`src/rtl/assert_macros.svh`:
```
// ----------------------------------------------------------------------------
// assert_macros.svh
// Assertion macros included by the tracker core.
// ----------------------------------------------------------------------------
`ifndef ASSERT_MACROS_SVH
`define ASSERT_MACROS_SVH

// same-cycle implication, disabled in reset
`define ASSERT_IMPL(label, clk, rstn, ante, cons, msg) \
    label: assert property (@(posedge clk) disable iff (!(rstn)) (ante) |-> (cons)) \
        else $error(msg);

// next-cycle implication, disabled in reset
`define ASSERT_NEXT(label, clk, rstn, ante, cons, msg) \
    label: assert property (@(posedge clk) disable iff (!(rstn)) (ante) |=> (cons)) \
        else $error(msg);

`endif

```
`src/rtl/kstm_pkg.sv`:
```
// ----------------------------------------------------------------------------
// kstm_pkg
// Types, widths and constants of the key state tracker.
// ----------------------------------------------------------------------------
package kstm_pkg;

    localparam int KEY_CODE_W = 10;
    localparam int MOD_W      = 8;
    localparam int TIME_W     = 32;
    localparam int MASK_W     = 32;

    localparam int CFG_ADDR_W   = 4;
    localparam int CFG_DATA_W   = 6;
    localparam int NUM_CFG_REGS = 8;

    localparam int S_FIELDS_W = KEY_CODE_W + MOD_W + TIME_W;
    localparam int S_TDATA_W  = 56;
    localparam int S_PAD_W    = S_TDATA_W - S_FIELDS_W;

    localparam int M_FIELDS_W = KEY_CODE_W + 1 + TIME_W + 2 * MASK_W + 2;
    localparam int M_TDATA_W  = 112;
    localparam int M_PAD_W    = M_TDATA_W - M_FIELDS_W;

    // configuration register indexes
    localparam logic [CFG_ADDR_W-1:0] CFG_SHIFT   = 4'd0;
    localparam logic [CFG_ADDR_W-1:0] CFG_CAPS    = 4'd1;
    localparam logic [CFG_ADDR_W-1:0] CFG_CONTROL = 4'd2;
    localparam logic [CFG_ADDR_W-1:0] CFG_ALT     = 4'd3;
    localparam logic [CFG_ADDR_W-1:0] CFG_MOD2    = 4'd4;
    localparam logic [CFG_ADDR_W-1:0] CFG_MOD3    = 4'd5;
    localparam logic [CFG_ADDR_W-1:0] CFG_SUPER   = 4'd6;
    localparam logic [CFG_ADDR_W-1:0] CFG_MOD5    = 4'd7;

    // result kinds
    localparam logic RESULT_KEY = 1'b0;
    localparam logic RESULT_MOD = 1'b1;

    typedef enum logic [5:0] {
        S_IDLE   = 6'b000001,
        S_SCAN   = 6'b000010,
        S_DECIDE = 6'b000100,
        S_MOVE   = 6'b001000,
        S_MOD    = 6'b010000,
        S_KEY    = 6'b100000
    } state_t;

    // index 32..63 means the modifier is absent
    function automatic logic [MASK_W-1:0] mod_bit(input logic [CFG_DATA_W-1:0] idx);
        logic [MASK_W-1:0] one;
        one = {{(MASK_W-1){1'b0}}, 1'b1};
        mod_bit = idx[5] ? '0 : (one << idx[4:0]);
    endfunction

endpackage

```
`src/rtl/key_state_tracker_modifier_map_core.sv`:
```
// An accepted item passes through the states SCAN (skipped with an empty table),
// DECIDE, MOVE (matched release only), MOD (changed modifiers only) and KEY;
// a match ends the scan early. The block takes no new item until the last one is
// through; the held-key scan reads one table entry per cycle through the single read port.
// Auto-repeat presses give no result and free the block after the scan.
// Reset (aresetn, synchronous, active low) empties the table, clears the last
// modifiers and loads the default modifier indexes 0..7.
// ----------------------------------------------------------------------------
// key_state_tracker_modifier_map_core
// Tracks held keys in a small table and emits modifier and key results.
// ----------------------------------------------------------------------------
module key_state_tracker_modifier_map_core #(
    parameter int MAX_HELD_KEYS = 16
) (
    input  logic                           aclk,
    input  logic                           aresetn,
    // configuration
    input  logic                           cfg_we,
    input  logic [kstm_pkg::CFG_ADDR_W-1:0] cfg_addr,
    input  logic [kstm_pkg::CFG_DATA_W-1:0] cfg_wdata,
    // input items
    input  logic                           s_tvalid,
    output logic                           s_tready,
    input  logic [kstm_pkg::S_TDATA_W-1:0]  s_tdata,   // key_code, modifier_vector, event_time
    input  logic                           s_tuser,   // is_press
    // result items
    output logic                           m_tvalid,
    input  logic                           m_tready,
    output logic [kstm_pkg::M_TDATA_W-1:0]  m_tdata,   // out_key_code, out_pressed, out_time,
                                                       // depressed_mask, locked_mask,
                                                       // release_unmatched, table_full
    output logic                           m_tuser,   // result_kind
    output logic                           m_tlast    // last_of_run
);
    import kstm_pkg::*;

    localparam int IDX_W = (MAX_HELD_KEYS > 1) ? $clog2(MAX_HELD_KEYS) : 1;
    localparam int CNT_W = $clog2(MAX_HELD_KEYS + 1);

    state_t state_reg, state_next;

    logic [CFG_DATA_W-1:0] cfg_index_reg [NUM_CFG_REGS];

    logic [KEY_CODE_W-1:0] held_mem [MAX_HELD_KEYS];
    logic                  mem_we;
    logic [IDX_W-1:0]      mem_waddr;
    logic [KEY_CODE_W-1:0] mem_wdata;
    logic [IDX_W-1:0]      rd_addr;
    logic [KEY_CODE_W-1:0] rd_data_reg;
    logic [IDX_W-1:0]      rd_idx_reg;
    logic                  rd_vld_reg, rd_vld_next;

    logic [CNT_W-1:0] held_count_reg, held_count_next;
    logic [CNT_W-1:0] cnt_m1;
    logic [CNT_W-1:0] scan_cnt_reg, scan_cnt_next;
    logic [MOD_W-1:0] prev_mods_reg, prev_mods_next;

    logic                  is_press_reg;
    logic [KEY_CODE_W-1:0] code_reg;
    logic [MOD_W-1:0]      mods_reg;
    logic [TIME_W-1:0]     time_reg;
    logic                  found_reg, found_next;
    logic [IDX_W-1:0]      found_idx_reg, found_idx_next;
    logic                  unm_reg, unm_next;
    logic                  full_reg, full_next;

    logic                  out_vld_reg, out_vld_next;
    logic                  out_load_mod, out_load_key;
    logic                  out_kind_reg;
    logic [KEY_CODE_W-1:0] out_code_reg;
    logic                  out_pressed_reg;
    logic [TIME_W-1:0]     out_time_reg;
    logic [MASK_W-1:0]     out_dep_reg;
    logic [MASK_W-1:0]     out_lck_reg;
    logic                  out_unm_reg;
    logic                  out_full_reg;
    logic                  out_last_reg;

    logic                  s_accept;
    logic                  out_free;
    logic                  mods_differ;
    logic                  hit;
    logic                  scan_end;
    logic [MASK_W-1:0]     dep_mask;
    logic [MASK_W-1:0]     lck_mask;

    assign s_tready = (state_reg == S_IDLE);
    assign s_accept = s_tvalid && s_tready;
    assign out_free = !out_vld_reg || m_tready;
    assign mods_differ = (mods_reg != prev_mods_reg);
    assign cnt_m1 = held_count_reg - CNT_W'(1);

    // scan compare unit
    assign hit      = rd_vld_reg && (rd_data_reg == code_reg);
    assign scan_end = rd_vld_reg && (rd_idx_reg == cnt_m1[IDX_W-1:0]);

    assign rd_addr = (state_reg == S_SCAN) ? scan_cnt_reg[IDX_W-1:0] : cnt_m1[IDX_W-1:0];

    always_comb begin
        dep_mask = '0;
        lck_mask = '0;
        if (mods_reg[0]) dep_mask = dep_mask | mod_bit(cfg_index_reg[CFG_SHIFT[2:0]]);
        if (mods_reg[1]) lck_mask = lck_mask | mod_bit(cfg_index_reg[CFG_CAPS[2:0]]);
        if (mods_reg[2]) dep_mask = dep_mask | mod_bit(cfg_index_reg[CFG_CONTROL[2:0]]);
        if (mods_reg[3]) dep_mask = dep_mask | mod_bit(cfg_index_reg[CFG_ALT[2:0]]);
        if (mods_reg[4]) dep_mask = dep_mask | mod_bit(cfg_index_reg[CFG_MOD2[2:0]]);
        if (mods_reg[5]) dep_mask = dep_mask | mod_bit(cfg_index_reg[CFG_MOD3[2:0]]);
        if (mods_reg[6]) dep_mask = dep_mask | mod_bit(cfg_index_reg[CFG_SUPER[2:0]]);
        if (mods_reg[7]) dep_mask = dep_mask | mod_bit(cfg_index_reg[CFG_MOD5[2:0]]);
    end

    always_comb begin
        state_next      = state_reg;
        held_count_next = held_count_reg;
        scan_cnt_next   = scan_cnt_reg;
        prev_mods_next  = prev_mods_reg;
        found_next      = found_reg;
        found_idx_next  = found_idx_reg;
        unm_next        = unm_reg;
        full_next       = full_reg;
        rd_vld_next     = 1'b0;
        mem_we          = 1'b0;
        mem_waddr       = held_count_reg[IDX_W-1:0];
        mem_wdata       = code_reg;
        out_load_mod    = 1'b0;
        out_load_key    = 1'b0;
        out_vld_next    = out_vld_reg && !m_tready;

        unique case (state_reg)
            S_IDLE: begin
                if (s_accept) begin
                    scan_cnt_next = '0;
                    found_next    = 1'b0;
                    unm_next      = 1'b0;
                    full_next     = 1'b0;
                    state_next    = (held_count_reg == '0) ? S_DECIDE : S_SCAN;
                end
            end
            S_SCAN: begin
                rd_vld_next   = (scan_cnt_reg < held_count_reg);
                scan_cnt_next = scan_cnt_reg + CNT_W'(1);
                if (hit) begin
                    found_next     = 1'b1;
                    found_idx_next = rd_idx_reg;
                    state_next     = S_DECIDE;
                end else if (scan_end) begin
                    state_next = S_DECIDE;
                end
            end
            S_DECIDE: begin
                if (is_press_reg) begin
                    if (found_reg) begin
                        state_next = S_IDLE;
                    end else begin
                        if (held_count_reg < CNT_W'(MAX_HELD_KEYS)) begin
                            mem_we          = 1'b1;
                            held_count_next = held_count_reg + CNT_W'(1);
                        end else begin
                            full_next = 1'b1;
                        end
                        state_next = mods_differ ? S_MOD : S_KEY;
                    end
                end else begin
                    if (found_reg) begin
                        state_next = S_MOVE;
                    end else begin
                        unm_next   = 1'b1;
                        state_next = mods_differ ? S_MOD : S_KEY;
                    end
                end
            end
            S_MOVE: begin
                mem_we          = 1'b1;
                mem_waddr       = found_idx_reg;
                mem_wdata       = rd_data_reg;
                held_count_next = cnt_m1;
                state_next      = mods_differ ? S_MOD : S_KEY;
            end
            S_MOD: begin
                if (out_free) begin
                    out_load_mod   = 1'b1;
                    out_vld_next   = 1'b1;
                    prev_mods_next = mods_reg;
                    state_next     = S_KEY;
                end
            end
            S_KEY: begin
                if (out_free) begin
                    out_load_key = 1'b1;
                    out_vld_next = 1'b1;
                    state_next   = S_IDLE;
                end
            end
            default: begin
                state_next = S_IDLE;
            end
        endcase
    end

    always_ff @(posedge aclk) begin
        if (!aresetn) begin
            state_reg      <= S_IDLE;
            held_count_reg <= '0;
            scan_cnt_reg   <= '0;
            prev_mods_reg  <= '0;
            found_reg      <= 1'b0;
            unm_reg        <= 1'b0;
            full_reg       <= 1'b0;
            rd_vld_reg     <= 1'b0;
            out_vld_reg    <= 1'b0;
            for (int i = 0; i < NUM_CFG_REGS; i++) begin
                cfg_index_reg[i] <= CFG_DATA_W'(i);
            end
        end else begin
            state_reg      <= state_next;
            held_count_reg <= held_count_next;
            scan_cnt_reg   <= scan_cnt_next;
            prev_mods_reg  <= prev_mods_next;
            found_reg      <= found_next;
            unm_reg        <= unm_next;
            full_reg       <= full_next;
            rd_vld_reg     <= rd_vld_next;
            out_vld_reg    <= out_vld_next;
            if (cfg_we && (cfg_addr < CFG_ADDR_W'(NUM_CFG_REGS))) begin
                cfg_index_reg[cfg_addr[2:0]] <= cfg_wdata;
            end
        end
    end

    // item capture and scan bookkeeping
    always_ff @(posedge aclk) begin
        found_idx_reg <= found_idx_next;
        if (s_accept) begin
            is_press_reg <= s_tuser;
            code_reg     <= s_tdata[KEY_CODE_W-1:0];
            mods_reg     <= s_tdata[KEY_CODE_W +: MOD_W];
            time_reg     <= s_tdata[KEY_CODE_W+MOD_W +: TIME_W];
        end
    end

    // held-key table
    always_ff @(posedge aclk) begin
        if (mem_we) begin
            held_mem[mem_waddr] <= mem_wdata;
        end
    end

    always_ff @(posedge aclk) begin
        rd_data_reg <= held_mem[rd_addr];
        rd_idx_reg  <= rd_addr;
    end

    // output register
    always_ff @(posedge aclk) begin
        if (out_load_mod) begin
            out_kind_reg    <= RESULT_MOD;
            out_code_reg    <= '0;
            out_pressed_reg <= 1'b0;
            out_time_reg    <= '0;
            out_dep_reg     <= dep_mask;
            out_lck_reg     <= lck_mask;
            out_unm_reg     <= 1'b0;
            out_full_reg    <= 1'b0;
            out_last_reg    <= 1'b0;
        end else if (out_load_key) begin
            out_kind_reg    <= RESULT_KEY;
            out_code_reg    <= code_reg;
            out_pressed_reg <= is_press_reg;
            out_time_reg    <= time_reg;
            out_dep_reg     <= '0;
            out_lck_reg     <= '0;
            out_unm_reg     <= unm_reg;
            out_full_reg    <= full_reg;
            out_last_reg    <= 1'b1;
        end
    end

    assign m_tvalid = out_vld_reg;
    assign m_tuser  = out_kind_reg;
    assign m_tlast  = out_last_reg;
    assign m_tdata  = {{M_PAD_W{1'b0}}, out_full_reg, out_unm_reg, out_lck_reg, out_dep_reg,
                       out_time_reg, out_pressed_reg, out_code_reg};

    `include "assert_macros.svh"

    `ASSERT_IMPL(a_count_max, aclk, aresetn, 1'b1, held_count_reg <= CNT_W'(MAX_HELD_KEYS), "held count above table size")
    `ASSERT_IMPL(a_mod_then_key, aclk, aresetn, out_vld_reg && (out_kind_reg == RESULT_MOD), state_reg == S_KEY, "modifier result without pending key result")
    `ASSERT_NEXT(a_idle_count, aclk, aresetn, state_reg == S_IDLE, held_count_reg == $past(held_count_reg), "held count changed while idle")
    `ASSERT_NEXT(a_accept_scan, aclk, aresetn, s_accept, (state_reg == S_SCAN) || (state_reg == S_DECIDE), "accepted item did not start a scan")

endmodule

```
`config.mk`:
```
export PLATFORM = sky130hd
export DESIGN_NAME = key_state_tracker_modifier_map_core
export DESIGN_NICKNAME = d
export VERILOG_FILES = /design/src/rtl/kstm_pkg.sv /design/src/rtl/key_state_tracker_modifier_map_core.sv
export VERILOG_INCLUDE_DIRS = /design/src /design/src/rtl
export SDC_FILE = /design/constraint.sdc
export NUM_CORES = 1
export LEC_CHECK = 0
export BUFFER_PORTS_ARGS = -buffer_cell sky130_fd_sc_hd__buf_2
export CAP_MARGIN = 20
export CORE_AREA = 2 2 218 220
export DETAILED_ROUTE_END_ITERATION = 10
export DIE_AREA = 0 0 220 222
export GPL_TIMING_DRIVEN = 0
export SLEW_MARGIN = 5
export SYNTH_ARGS = -nofsm -noshare
export SYNTH_HDL_FRONTEND = slang
export SYNTH_SLANG_ARGS = --single-unit
```
`constraint.sdc`:
```
create_clock -name aclk -period 4.1 [get_ports aclk]
set_input_delay 0.41 -clock aclk [delete_from_list [all_inputs] [get_ports aclk]]
set_output_delay 0.41 -clock aclk [all_outputs]
set_load 0.03 [all_outputs]
```
Yosys cells after proc, flatten, opt, wreduce, memory -nomap -nowiden:

Memories as Yosys holds them, arrays and structs flattened. A register that Yosys moved wholly into a read port is not among the register bits.
Index checks and enable logic that the tools add are counted.

* shift operators: 8
* equality and inequality tests: 19
* mux-type cells: 67
* add/subtract/negate cells: 3
* reductions and logical operators: 24
* bitwise gates (word level): 6
* magnitude comparators: 3

Operators with widths (count)
* 32-bit 2-to-1 mux: 19
* 1-bit by 5-bit << shifter with 32-bit output, first input constant: 8
* 32-bit OR: 6
* 6-bit 2-to-1 mux: 10
* 6-bit one-hot mux with 6 select lines: 1
* 1-bit 2-to-1 mux: 22
* 5-bit 2-to-1 mux: 4
* 5-bit one-hot mux with 2 select lines: 2
* 2-bit != test, second input constant: 8
* 4-bit AND reduction: 3
* 5-bit by 1-bit adder with 5-bit output, second input constant: 2
* 10-bit == test: 1
* 10-bit 2-to-1 mux: 1
* 4-bit 2-to-1 mux: 2
* 8-bit != test: 1
* 1-bit one-hot mux with 2 select lines: 4
* 2-bit AND reduction: 4
* 2-bit nonzero test: 4
* 6-bit by 1-bit == test with 1-bit output, second input constant: 1
* 6-bit by 2-bit == test with 1-bit output, second input constant: 1
* 6-bit by 3-bit == test with 1-bit output, second input constant: 1
* 6-bit by 4-bit == test with 1-bit output, second input constant: 1
* 6-bit by 5-bit == test with 1-bit output, second input constant: 1
* 6-bit == test, second input constant: 1
* 16 further kinds: 22

* register bits: 199
* memories kept: 2
* memory bits (writable): 208
* bits of input ports: 72

Memories
* held_mem: words 16, width 10, read ports 1, clocked after memory_dff 1, write ports 1, line key_state_tracker_modifier_map_core.sv:44 `logic [KEY_CODE_W-1:0] held_mem [MAX_HELD_KEYS];`
* cfg_index_reg: words 8, width 6, read ports 8, clocked after memory_dff 0, write ports 8, line key_state_tracker_modifier_map_core.sv:42 `logic [CFG_DATA_W-1:0] cfg_index_reg [NUM_CFG_REGS];`

Depth between registers and ports, before layout:

An unclocked memory read counts as a cell.

* depth after elaboration: 17
* gate-level depth with buffers: 11

Worst setup path after synthesis:

OpenSTA, ideal clock, no wires.

* path type: reg2reg
* start point: reg state_reg[4]
* end point: reg out_dep_reg[0], enable pin
* data required time: 3412 ps
* setup slack: 940 ps
* clock period less this slack: 3160 ps
* arrival time: 2473 ps
* stages on the path, launching flop included: 7
* path through: dfxtp_1 > clkbuf_1 > nor2_1 > nand4_1 > clkbuf_1 > buf_1 > nand2_1

* longest elaborated chain between the ends: 3
* elaborated cells between the ends (all ways): 5
* classes of those cells: 2 x eq/ne; 2 x mux; 1 x reduce/logical

RTL lines
* start: declaration: line key_state_tracker_modifier_map_core.sv:40 `state_t state_reg, state_next;`
* start signal: assignment: line key_state_tracker_modifier_map_core.sv:215 `state_reg <= state_next;`
* 6-bit by 5-bit == test with 1-bit output or 6-bit == test (tied branches): line key_state_tracker_modifier_map_core.sv:129 `unique case (state_reg)`
* 1-bit 2-to-1 mux: line key_state_tracker_modifier_map_core.sv:129
* 2-bit nonzero test (no source line) *
* end signal: assignment: line key_state_tracker_modifier_map_core.sv:260 `out_dep_reg <= dep_mask;`
* end: declaration: line key_state_tracker_modifier_map_core.sv:73 `logic [MASK_W-1:0] out_dep_reg;`

Mark *: on every way between the ends. The rest lies on a longest branch, timed or not.
A chain may end at the register's enable or synchronous reset.

Worst setup path in the final report:

* start point: reg state_reg[5]
* end point: mem held_mem[13][4], enable pin

* longest elaborated chain between the ends: 4
* elaborated cells between the ends (all ways): 6
* classes of those cells: 2 x eq/ne; 4 x mux

RTL lines
* 6-bit by 4-bit == test with 1-bit output or 6-bit by 3-bit == test with 1-bit output (tied branches): line key_state_tracker_modifier_map_core.sv:129
* 1-bit one-hot mux with 2 select lines: line key_state_tracker_modifier_map_core.sv:129
* 1-bit 2-to-1 mux: line key_state_tracker_modifier_map_core.sv:243 `if (mem_we) begin`
* 1-bit 2-to-1 mux (not written as such): line key_state_tracker_modifier_map_core.sv:244 `held_mem[mem_waddr] <= mem_wdata;`
* end: declaration: line key_state_tracker_modifier_map_core.sv:44

Parallel ways exist; a longest one is shown, timed or not.

==> impl_results.md <==
* GRT Resource Usage Total at 0.228
* Synth Instances at 1620
* Post-layout net count at 1990
* Most frequent cells in the layout: edfxtp_1, nand2_1, buf_2
* Max cap viols at 0
* R2r setup slk at 0.16 ns
* Post-synthesis register bit count at 417
* Top-area cell type share of the netlist area at 0.535
* Asr flop ratio synth at 0
* R2R cell count at 6
* Top_reg_cell synth: edfxtp_1
* Synth unique cells at 68
* Final total power at approximately 11 mW
* HPWL Detailed at roughly 40000 µm
* GPL Wtd Cong at between 1 and 1.5
* Worst endpoint required time at between 4 and 5 ns
* CTS tree: done
* DRT iter0 DRCs at approximately 1400
* Clock Root Buffer: clkbuf_16
* Max FFs per register at 160
* Worst-path clk slew at 0.06 ns
* Initial cell density of the core at 0.397
* Worst-margin pin slew at about 1.2 ns
* Fin crit share at 0.960
* Die area at about 49000 µm²
* Yosys top cell by area: edfxtp_1
* Vias in the first global route at 13914
* Port bufs at 178
* RSZ-0062 raised after global routing: no
* Die X at 220 µm
* Final hold slack at about 0.1 ns
* Syn Area/Cell at 11.3 µm²
* Rel. slew slack at 0.208
* Final worst path period need at 3.94 ns
* CP endpoint kind: register
* H-tree levels at 2
* Startpoint Class: register
* Drt wl/cell at 21.8 µm
* Status: finished, final reports clean
* Fin. Hold Viols at 0
* Worst Skew at 0.0249 ns
* VDD IR max at 455 µV
* Non-filler cells, final at 2555
* Clk sink count at 417
* Data arrival, critical path at around 4.2 ns
* DR vias at 14189
* Via density at ~5.6
* Area growth from synthesis to layout at 20.8%
* Clk buf depth at 3
* Post-Synthesis Cell Area at 18400 µm²
* WS Path Type: register to register
* Hold Path Depth at 2
* Antenna violations before repair at 1
* Core ar. at around 46000 µm²
* Peak Freq at 254 MHz
* Drt drc at 0
* Max-slew violations at 0
* Placed Instances at 2414
* First-pass GRT wire length at 84600 µm
* Post-synth EDFFs at 327
* Antenna Nets Post-Route at 0
* Ports at 188
* Drt pass-1 iters at 6
* Leakage at 7.74 nW
* Commonest non-fill, non-tap cell in the layout: edfxtp_1
* Hold Crit Class: input port to register
* Synth top area cells: edfxtp_1, dfxtp_1, nand2_1
* Rows at roughly 80
* Yosys warning total at 0
* Register area share after synthesis at 0.633
* Layout cells sized above 1 at 0.157
* Worst-Skew Late Latency at 0.60 ns
* GRT overflow at 0
* Final wirelength at 55700 µm
* Die height at 222 µm
* CTS buffer count at 45
* CP Max Fanout at 10
* Setup bufs post-CTS at 0
* Setup violators final at 0
* PwrDens at about 510 nW/µm²
* Largest net degree at the start of global routing at 65
==> Yosys cell counts (all sizes together) (13+ instances only) <==
cell type  number
buf            25
and2           46
nor2          146
o211ai         50
clkbuf         74
a21oi         116
nor3b          15
nand2b         34
mux2i          19
o22ai          46
nor2b          22
dfxtp          90
or3            65
edfxtp        327
a31oi          45
nand2         213
inv            13
xor2           13
o21ai          32
nor3           28
a22oi          14
xnor2          18
nand3          39
==> layout make-up <==
class | count | area, µm²
Timing Repair Buffer | 241 | 1500
Sequential cell | 417 | 11600
Clock inverter | 31 | 357
Buffer | 99 | 460
Tap cell | 607 | 759
Inverter | 14 | 55.1
Clock buffer | 53 | 1180
Antenna cell | 1 | 2.50
Multi-Input combinational cell | 1092 | 6250
Fill cell | 4263 | 24100
==> metrics by stage <==
| step | setup TNS, ns | util | setup WS, ns | cell area (µm²) |
|---|---|---|---|---|
| 2_1_floorplan | 0 | - | 0.940 | 18400 |
| 3_3_place_gp | -19.58 | 0.433 | -0.320 | 20000 |
| 3_5_place_dp | 0 | 0.435 | 0.247 | 20100 |
| 4_1_cts | 0 | 0.479 | 0.223 | 22100 |
| 5_1_grt | 0 | 0.480 | 0.0833 | 22200 |
| 6_report | 0 | 0.480 | 0.164 | 22200 |
==> where the power goes <==
group / total, mW / internal [mW] / switching (mW)
registers: 5.24 / 5.02 / 0.226
clock network: 4.18 / 2.45 / 1.73
logic: 1.96 / 0.620 / 1.34
==> routing by layer <==
layer | wire length (µm) | share of wire | up-vias | track usage
met5 | 0 | 0 | - | 0
met4 | 1750 | 0.031 | 0 | 0.0853
met3 | 3320 | 0.060 | 109 | 0.0343
met2 | 28300 | 0.51 | 544 | 0.390
met1 | 22400 | 0.40 | 6914 | 0.289
li1 | - | - | 6622 | -
==> worst paths after layout <==
kind / startpoint / to
max: state_reg[5]$_SDFFE_PN0P_ / held_mem[13][4]$_DFFE_PP_
min: s_tvalid / state_reg[0]$_SDFFE_PN1P_
max reg2reg: state_reg[5]$_SDFFE_PN0P_ / held_mem[13][4]$_DFFE_PP_
min reg2reg: rd_idx_reg[2]$_DFF_P_ / found_idx_reg[2]$_DFFE_PP_
==> logic make-up after synthesis <==
group | Yosys count | share of synthesized area
flip-flops | 417 | 0.633
buffers and inverters | 113 | 0.0281
XOR/XNOR | 32 | 0.0160
AND/OR/NAND/NOR | 662 | 0.178
other | 1 | 0.000204
AO/OA/AOI/OAI | 368 | 0.129
multiplexers | 19 | 0.0104
adder cells (fa/ha/maj) | 8 | 0.00545
==> timing repair <==
item | CTS | global route
hold buffers | 51 | 0
gates resized for setup | 0 | 0
hold endpoints to repair | 51 | 0
==> worst max-delay path: stages, from the launching register on <==
cell and delay (ns):
dfxtp_1 0.29, buf_2 0.17, or4_1 0.62, nor3b_1 0.73, clkbuf_1 0.47, a31oi_1 0.29
nor2_1 0.95
Power figures use the tool's default switching activity.
